File: config.mk
export PLATFORM = sky130hd
export DESIGN_NAME = proportional_position_drive
export DESIGN_NICKNAME = d
export VERILOG_FILES = /design/src/ppd_pkg.sv /design/src/proportional_position_drive.sv
export SDC_FILE = /design/constraint.sdc
export NUM_CORES = 1
export LEC_CHECK = 0
export BUFFER_PORTS_ARGS = -buffer_cell sky130_fd_sc_hd__buf_2
export CAP_MARGIN = 25
export CORE_AREA = 2 2 126 128
export DETAILED_ROUTE_END_ITERATION = 10
export DIE_AREA = 0 0 128 130
export SYNTH_ARGS = -nofsm -noshare
export SYNTH_HDL_FRONTEND = slang
export SYNTH_SLANG_ARGS = --single-unit
File: constraint.sdc
create_clock -name clock -period 3.39 [get_ports clock]
set_input_delay 0.678 -clock clock [delete_from_list [all_inputs] [get_ports clock]]
set_output_delay 0.678 -clock clock [all_outputs]
set_load 0.005 [all_outputs]
File: src/ppd_pkg.sv
`timescale 1ns / 1ps
// ----------------------------------------------------------------------------
// ppd_pkg
// Shared types and constants for the proportional position drive.
// ----------------------------------------------------------------------------
package ppd_pkg;

   localparam int unsigned DutyWidth    = 8;
   localparam int unsigned PosWidth     = 8;
   localparam int unsigned TimeoutWidth = 16;
   localparam int unsigned RevWidth     = 8;
   localparam int unsigned GainWidth    = 4;
   localparam int unsigned CsrIdxWidth  = 2;
   localparam int unsigned CsrDataWidth = 16;

   // Largest error (255) shifted by the largest gain (15) fits in 23 bits.
   localparam int unsigned MagWidth = PosWidth + (1 << GainWidth) - 1;

   localparam logic [DutyWidth-1:0]    DUTY_MAX        = 8'd255;
   localparam logic [TimeoutWidth-1:0] RESET_TIMEOUT   = 16'd1000;
   localparam logic [RevWidth-1:0]     RESET_REVERSALS = 8'd3;
   localparam logic [GainWidth-1:0]    RESET_GAIN      = 4'd5;

   typedef enum logic [CsrIdxWidth-1:0] {
      CSR_TIMEOUT_TICKS = 2'd0,
      CSR_MAX_REVERSALS = 2'd1,
      CSR_GAIN_SHIFT    = 2'd2
   } csr_index_type;

   typedef enum logic {
      FUNC_TICK     = 1'b0,
      FUNC_SETPOINT = 1'b1
   } func_type;

endpackage

File: src/proportional_position_drive.sv
`timescale 1ns / 1ps
// ----------------------------------------------------------------------------
// proportional_position_drive
// Proportional position regulator for one motor channel with timeout and
// reversal budgets.
// ----------------------------------------------------------------------------
// Each transaction is decoded straight off the request ports, the regulator
// state is updated at the accepting edge and the result lands in the response
// register at that same edge. A new request is taken every clock as long as
// the response register is empty or is being drained in that cycle, so the
// block sustains one transaction per clock; apart from reset, the response
// register is the only thing that can hold it up. Configuration writes only
// change the budget reload values and the gain; running budgets pick up new
// limits at the next set-point change.
module proportional_position_drive (
   input  logic                                clock,
   input  logic                                reset,
   // request channel
   input  logic                                req_valid,
   output logic                                req_stall,
   input  logic                                req_func,
   input  logic [ppd_pkg::PosWidth-1:0]        req_position,
   input  logic [ppd_pkg::PosWidth-1:0]        req_setpoint,
   // response channel
   output logic                                rsp_valid,
   input  logic                                rsp_stall,
   output logic [ppd_pkg::DutyWidth-1:0]       rsp_pwm,
   output logic                                rsp_direction,
   output logic                                rsp_halted,
   // configuration port
   input  logic                                csr_write,
   input  logic [ppd_pkg::CsrIdxWidth-1:0]     csr_index,
   input  logic [ppd_pkg::CsrDataWidth-1:0]    csr_wdata
);
   import ppd_pkg::*;

   // ---- configuration registers ----
   logic [TimeoutWidth-1:0] timeout_ticks_ff;
   logic [RevWidth-1:0]     max_reversals_ff;
   logic [GainWidth-1:0]    gain_shift_ff;

   always_ff @(posedge clock) begin
      if (reset) begin
         timeout_ticks_ff <= RESET_TIMEOUT;
         max_reversals_ff <= RESET_REVERSALS;
         gain_shift_ff    <= RESET_GAIN;
      end else if (csr_write) begin
         case (csr_index_type'(csr_index))
            CSR_TIMEOUT_TICKS: timeout_ticks_ff <= csr_wdata[TimeoutWidth-1:0];
            CSR_MAX_REVERSALS: max_reversals_ff <= csr_wdata[RevWidth-1:0];
            CSR_GAIN_SHIFT:    gain_shift_ff    <= csr_wdata[GainWidth-1:0];
            default: ;  // unmapped index: write dropped
         endcase
      end
   end

   // ---- regulator state ----
   logic [PosWidth-1:0]     target_ff,         target_in;
   logic [DutyWidth-1:0]    duty_ff,           duty_in;
   logic                    dir_ff,            dir_in;
   logic [TimeoutWidth-1:0] timeout_left_ff,   timeout_left_in;
   logic [RevWidth-1:0]     reversals_left_ff, reversals_left_in;

   // ---- response register ----
   logic                    rsp_valid_ff,  rsp_valid_in;
   logic [DutyWidth-1:0]    rsp_pwm_ff;
   logic                    rsp_dir_ff;
   logic                    rsp_halted_ff;

   logic req_accept;
   logic rsp_accept;
   logic budget_spent;
   logic halted_next;
   logic err_fwd;
   logic [PosWidth-1:0]  err_mag;
   logic [MagWidth-1:0]  mag_shifted;
   logic [DutyWidth-1:0] mag_sat;

   // Stall while a finished result is still waiting downstream, and during reset.
   assign req_stall  = reset | (rsp_valid_ff & rsp_stall);
   assign req_accept = req_valid & ~req_stall;
   assign rsp_accept = rsp_valid_ff & ~rsp_stall;

   assign budget_spent = (timeout_left_ff == '0) | (reversals_left_ff == '0);

   // Error magnitude and direction; zero error counts as forward.
   always_comb begin
      err_fwd     = (target_ff >= req_position);
      err_mag     = err_fwd ? (target_ff - req_position) : (req_position - target_ff);
      mag_shifted = {{(MagWidth-PosWidth){1'b0}}, err_mag} << gain_shift_ff;
      mag_sat     = (mag_shifted > MagWidth'(DUTY_MAX)) ? DUTY_MAX
                                                        : mag_shifted[DutyWidth-1:0];
   end

   // Next regulator state for the transaction being accepted.
   always_comb begin
      target_in         = target_ff;
      duty_in           = duty_ff;
      dir_in            = dir_ff;
      timeout_left_in   = timeout_left_ff;
      reversals_left_in = reversals_left_ff;
      if (req_accept) begin
         case (func_type'(req_func))
            FUNC_SETPOINT: begin
               // Only a changed target reloads the budgets.
               if (req_setpoint != target_ff) begin
                  timeout_left_in   = timeout_ticks_ff;
                  reversals_left_in = max_reversals_ff;
               end
               target_in = req_setpoint;
            end
            FUNC_TICK: begin
               if (budget_spent) begin
                  duty_in = '0;   // drive cut, direction held
               end else begin
                  if (err_fwd != dir_ff)
                     reversals_left_in = reversals_left_ff - 1'b1;
                  duty_in         = mag_sat;
                  dir_in          = err_fwd;
                  timeout_left_in = timeout_left_ff - 1'b1;
               end
            end
            default: ;
         endcase
      end
   end

   assign halted_next  = (timeout_left_in == '0) | (reversals_left_in == '0);
   assign rsp_valid_in = req_accept | (rsp_valid_ff & rsp_stall);

   always_ff @(posedge clock) begin
      if (reset) begin
         target_ff         <= '0;
         duty_ff           <= '0;
         dir_ff            <= 1'b0;
         timeout_left_ff   <= RESET_TIMEOUT;
         reversals_left_ff <= RESET_REVERSALS;
         rsp_valid_ff      <= 1'b0;
      end else begin
         target_ff         <= target_in;
         duty_ff           <= duty_in;
         dir_ff            <= dir_in;
         timeout_left_ff   <= timeout_left_in;
         reversals_left_ff <= reversals_left_in;
         rsp_valid_ff      <= rsp_valid_in;
      end
   end

   // Result payload loads only on accept, so a stalled result holds.
   always_ff @(posedge clock) begin
      if (req_accept) begin
         rsp_pwm_ff    <= duty_in;
         rsp_dir_ff    <= dir_in;
         rsp_halted_ff <= halted_next;
      end
   end

   assign rsp_valid     = rsp_valid_ff;
   assign rsp_pwm       = rsp_pwm_ff;
   assign rsp_direction = rsp_dir_ff;
   assign rsp_halted    = rsp_halted_ff;

   // ---- assertions ----
   // A tick taken with a spent budget must report zero duty.
   a_cut_drive: assert property (@(posedge clock) disable iff (reset)
      req_accept && (req_func == FUNC_TICK) && budget_spent
      |=> rsp_valid && (rsp_pwm == '0) && rsp_halted)
      else $error("tick with spent budget did not cut drive");

   // An active tick spends exactly one timeout unit.
   a_timeout_step: assert property (@(posedge clock) disable iff (reset)
      req_accept && (req_func == FUNC_TICK) && !budget_spent
      |=> timeout_left_ff == $past(timeout_left_ff) - 1'b1)
      else $error("timeout budget not decremented by one");

   // Without an accepted transaction the regulator state stays put.
   a_state_hold: assert property (@(posedge clock) disable iff (reset)
      !req_accept |=> $stable(target_ff) && $stable(timeout_left_ff)
                      && $stable(reversals_left_ff) && $stable(dir_ff))
      else $error("regulator state changed without a transaction");

   // A result waiting downstream must not be overwritten or dropped.
   a_rsp_hold: assert property (@(posedge clock) disable iff (reset)
      rsp_valid_ff && rsp_stall |=> rsp_valid_ff && $stable(rsp_pwm_ff)
                                    && $stable(rsp_halted_ff))
      else $error("stalled result lost");

endmodule
# Yosys cells after proc, flatten, opt, wreduce, memory -nomap -nowiden
# Cells that the tools add are included.
# totals
out_inout_bits	12
regBits	80
inputBits	40
# classes
n_bitwise	8
eq_ne	4
shifts	1
mux	17
n_reduce_logical	9
n_lt_le_gt_ge	2
addsub	4
# ops
cell	count
two-way mux 8 bit	9
two-way mux 16 bit	3
zero test 16 bit	2
case mux 16 bit (2 select lines)	1
greater-than comparator 23 x 8 -> 1 bit (second input constant)	1
<< shifter 8 x 4 -> 23 bit	1
zero test 8 bit	2
case mux 8 bit (2 select lines)	1
subtractor 16 x 1 -> 16 bit (second input constant)	1
subtractor 8 bit	2
greater-or-equal comparator 8 bit	1
!= test 8 bit	1
AND reduction 2 bit	4
subtractor 8 x 1 -> 8 bit (second input constant)	1
bitwise OR 1 bit	4
two-way mux 1 bit	3
bitwise AND 1 bit	2
equality test 2 x 1 -> 1 bit (second input constant)	1
equality test 2 bit (second input constant)	1
zero test 2 bit	1
inverter 1 bit	2
!= test 1 bit	1

# Depth between registers and ports, before layout
# depth
word_depth	8
ltp_mapped	14
ltp_nobuf	14

# Least setup slack after synthesis
# No wires, ideal clock.
# synth_timing
path_kind	in2reg
startpoint	input req_position[0] in the netlist's numbering
endpoint	register rsp_pwm_ff[6], in the netlist rsp_pwm[6] (data pin)
slack_ps	-263
path_buffers	0
required_time_ps	3125
arrival_time_ps	3387
stages	14
setup_ps	265
path_cell_list	inv_1 ha_1 inv_1 fa_1 a211oi_2 o21ba_2 nor2_1 mux4_2 o21ai_0 o21ba_2 a211oi_1 a21boi_1 o31ai_1 nand2_1
# synth_between
elab_chain_cells	8
elab_cells_between_ends	10
cone_classes	2 x add/sub; 2 x order compare; 1 x shift; 5 x mux
# synth_lines
element	line	source
start, declared	proportional_position_drive.sv:22	input logic [ppd_pkg::PosWidth-1:0] req_position,
subtractor 8 bit / greater-or-equal comparator 8 bit (equally long branches)	proportional_position_drive.sv:89, proportional_position_drive.sv:88	
two-way mux 8 bit *	proportional_position_drive.sv:89	err_mag = err_fwd ? (target_ff - req_position) : (req_position - target_ff);
<< shifter 8 x 4 -> 23 bit *	proportional_position_drive.sv:90	mag_shifted = {{(MagWidth-PosWidth){1'b0}}, err_mag} << gain_shift_ff;
greater-than comparator 23 x 8 -> 1 bit	proportional_position_drive.sv:91	mag_sat = (mag_shifted > MagWidth'(DUTY_MAX)) ? DUTY_MAX
two-way mux 8 bit *	proportional_position_drive.sv:91	
two-way mux 8 bit *	proportional_position_drive.sv:113	if (budget_spent) begin
two-way mux 8 bit *	proportional_position_drive.sv:103	case (func_type'(req_func))
two-way mux 8 bit *	proportional_position_drive.sv:102	if (req_accept) begin
named net duty_in[6]	proportional_position_drive.sv:59	logic [DutyWidth-1:0] duty_ff, duty_in;
end signal, assigned	proportional_position_drive.sv:152	rsp_pwm_ff <= duty_in;
end, declared	proportional_position_drive.sv:66	logic [DutyWidth-1:0] rsp_pwm_ff;
# The timed path passes the listed nets; every way through them passes the cells marked *.
# A chain may end at the register's enable or synchronous reset.

# Final worst setup path
# layout_timing
startpoint	input req_position[0] in the netlist's numbering
endpoint	register rsp_pwm_ff[2], in the netlist rsp_pwm[2] (data pin)
# The elaborated chain is that of the path after synthesis.

==> results list <==
- In this run the deepest clock path goes through 2 buffers.
- Setup violations remaining at the end of the flow were counted as 5.
* Antenna diode count: 0
* Post-DRT Antenna Nets: 0
- Summed over all nets, the half-perimeter wirelength after detailed placement is 11900 um.
- Standard cell area after detailed placement: 6380 um^2
- At the end of the flow, the number of nets in the layout was slightly below 900.
- I/O pin count: 52
- Leakage power figure: just under 3 nW
* FILL cells: 1575
- Clock insertion delay at the later pin of the skew report: 350 ps
* Rows: 46
* Wire length of the first global-routing pass: 25400 um
- The total area inside the core boundary comes to 15400 um^2.
* Clock buffers created by TritonCTS: 9
- After detailed routing, the total wire length is 15700 um.
- In the routed layout, each cell is associated on average with a via count of 5.43.
* Total power divided by cell area: 375 nW/um^2
* Final number of max-transition violations: 0
- The share of the Yosys chip area taken by registers is 0.323.
- Number of remaining DRC errors: 0
* Synthesized Nets: 751
- Clock tree root driver cell: clkbuf_16
- Vias in the first global route: about 5000
- Summed over all layers, the global routing overflow is 0.
* Post-layout min period: around 3400 ps
* Unrepaired setup endpoints after global routing: yes
* Area leader, netlist: dfxtp_1
* Element type at the critical path end: flip-flop
- Final worst-path cycle share: 1.01
* Combined flip-flop and latch cell area: 1700 um^2
- Sink count of the clock tree: 80
- Number of enable-type register cells in the synthesized netlist: 10
- Avg Synthesized Cell Area: between 7 and 8 um^2
- In this run the tightest slew margin relative to its limit is 0.468.
* Max cap viols: 0
- For this run, the total global-route usage over all layers was measured as 0.191.
- # port buffers: 51
* First-pass iteration count of the detailed router: 5
- Entering global routing, the biggest net connects 65 pins.
- Hold bufs inserted after CTS: 0
- Routability-driven placement finished with a final weighted congestion of 0.906.
* Worst setup path category: in -> reg
- The worst setup path is launched from an input port.
- The number of different library cells used by synthesis comes to approximately 70.
* Number of vias in the routed layout: 5473
- The worst hold path belongs to the class reg -> reg.
* Clock-pin slew reported for the worst setup and hold paths after clock tree synthesis: 60 ps
- In the final layout, the multi-input gates occupy 3510 um^2.
- Worst-Margin Slew: 795 ps
* Layout cell share with drive strength beyond 1: 0.264
* Count of synthesis-stage warnings from yosys: 0
- The initial antenna violation count was 0.
- In this run the worst path has a maximum fanout of 6.
- Prior to clock tree synthesis, the placed netlist has a worst setup slack of -346 ps.
- The H-tree generated during clock tree synthesis spans 3 levels.
- The share of synthesized area in the top cell type comes to 0.266.
- The area growth from synthesis to layout is 30.7%.
- Design area: slightly below 7000 um^2
- From bottom edge to top edge, the die measures 130 um.
* Starting density of the core: 0.341
- For this run, the leading register cell type out of synthesis is dfxtp_1.
- Violation count after the first detailed-route iteration: ~320
- Wire length per cell: 15.6 um
* CP arrival: around 3500 ps
- In this run the horizontal extent of the chip is 128 um.
* Maximum clock rate: 291 MHz
- TritonCTS built the clock tree.
* Area of the die: 16600 um^2
- Share of synthesized flip-flops with an asynchronous set or reset: 0
- Worst path required time: 3480 ps
- Status: complete, but fails checks
- The final reports fail on negative setup slack.
- The synthesized design contains 80 register bits.
* Gate count after technology mapping: 691
- Sorting the synthesized cells by area gives the leading types as dfxtp_1 (27%), nand2_1 (7.5%), edfxtp_1 (5.7%).
- Final hold vios: 0
- VDD sags by at most 0.000240 V.
- Setup slack on the critical path of the routed design comes to -43.6 ps.
- Summing every instance area after synthesis gives 5270 um^2.
- Clock skew on the completed layout was measured at roughly 7.7 ps.
[worst max-delay path: stages]
cell      delay [ps]
buf_8            100
inv_4             40
ha_4             120
inv_2             30
fa_2             380
a211oi_4         260
o21ba_4          200
nor2_4            40
mux4_2           510
o311ai_2         260
nand2_1          130
a211oi_4         280
a21boi_4         120
o21ai_4          260
nand3_1          100
[cells in the mapped netlist (all sizes together) (3+ instances only)]
cell	number
a31oi	9
a311oi	3
nand3	30
o221ai	8
nor2	72
dfxtp	70
a2111oi	3
o22ai	9
and2	5
xor2	13
o2111ai	5
nor3	18
inv	31
nand3b	10
nor4	13
nor2b	6
or2	5
buf	5
nand4	6
ha	18
a211o	4
clkbuf	33
nand2	106
a21o	8
a21oi	46
o21ai	42
or3	10
nand2b	11
a211oi	7
edfxtp	10
a22oi	3
o21a	3
clkinv	4
mux2i	18
o211ai	8
[path summary, 6_finish.rpt]
check                                     start          to  slack [ps]  cells after the start
worst min-delay path                 duty_ff[6]  duty_ff[6]         440                      2
worst max register to register     target_ff[1]  rsp_pwm[2]          10                     12
worst max-delay path            req_position[0]  rsp_pwm[2]         -40                     15
worst min register to register       duty_ff[6]  duty_ff[6]         440                      2
[layout by cell type, fill, tap and decap left out, drive strengths merged, types with 3 or more instances in the layout]
| cell | instances |
|---|---|
| edfxtp | 10 |
| nor2 | 72 |
| a21oi | 46 |
| o21ai | 42 |
| ha | 18 |
| a211oi | 7 |
| o22ai | 9 |
| buf | 146 |
| mux2i | 18 |
| o221ai | 8 |
| nand3b | 10 |
| inv | 33 |
| o2111ai | 5 |
| or2 | 5 |
| o21a | 3 |
| nor2b | 6 |
| dfxtp | 70 |
| a21o | 8 |
| or3 | 10 |
| nand2b | 11 |
| nand4 | 6 |
| a311oi | 3 |
| nand2 | 106 |
| and2 | 5 |
| nor3 | 18 |
| a211o | 4 |
| nand3 | 30 |
| a31oi | 9 |
| nor4 | 13 |
| a22oi | 3 |
| a2111oi | 3 |
| clkbuf | 12 |
| clkinv | 6 |
| o211ai | 8 |
| xor2 | 13 |
[kinds of logic after synthesis]
group,Yosys count,synth area share
XOR/XNOR,14,0.0233
multiplexers,21,0.0449
AO/OA/AOI/OAI,183,0.236
AND/OR/NAND/NOR,300,0.268
flip-flops,80,0.323
buffers and inverters,73,0.0544
adder cells (fa/ha/maj),20,0.0504
[layout make-up]
class / count / area share
Timing Repair Buffer: 146 / 0.144
Sequential cell: 80 / 0.247
Clock buffer: 12 / 0.0389
Tap cell: 192 / 0.0349
Inverter: 35 / 0.0194
Clock inverter: 4 / 0.00473
Multi-Input combinational cell: 538 / 0.510
[stage by stage]
stage	util	cells	hold slack (ps)	TNS (ps)	power (mW)
CTS	0.433	1004	446	0	2.56
global route	0.446	1007	465	-1540	2.70
global placement	0.413	988	432	-4150	1.58
floorplan	-	691	423	0	1.37
finish	0.446	1007	443	-114	2.58
detailed placement	0.413	988	436	-4610	1.58
[power by group]
| group | total [mW] | internal, mW | switching (mW) |
|---|---|---|---|
| sequential | 1.03 | 1.00 | 0.0320 |
| clock | 0.977 | 0.567 | 0.410 |
| combinational | 0.567 | 0.256 | 0.311 |
[what timing repair did]
item                       CTS  global route
hold endpoints to repair     0             0
gates resized for setup      0            38
setup endpoints to repair    0            17
buffers inserted             0             3
[state kept, by name (all words and copies together), names as in the netlist]
name	cells
dir_ff	1
duty_ff	8
gain_shift_ff	4
max_reversals_ff	8
reversals_left_ff	8
rsp_direction	1
rsp_halted	1
rsp_pwm	8
rsp_valid	1
target_ff	8
timeout_left_ff	16
timeout_ticks_ff	16
[routing by layer]
layer	vias up	routed length, um	GRT usage
met3	23	771	0.0394
li1	2734	-	-
met5	-	0	0
met2	157	7230	0.304
met4	0	249	0.0549
met1	2559	7490	0.263
Note: power is estimated with default switching activity, not from simulation.
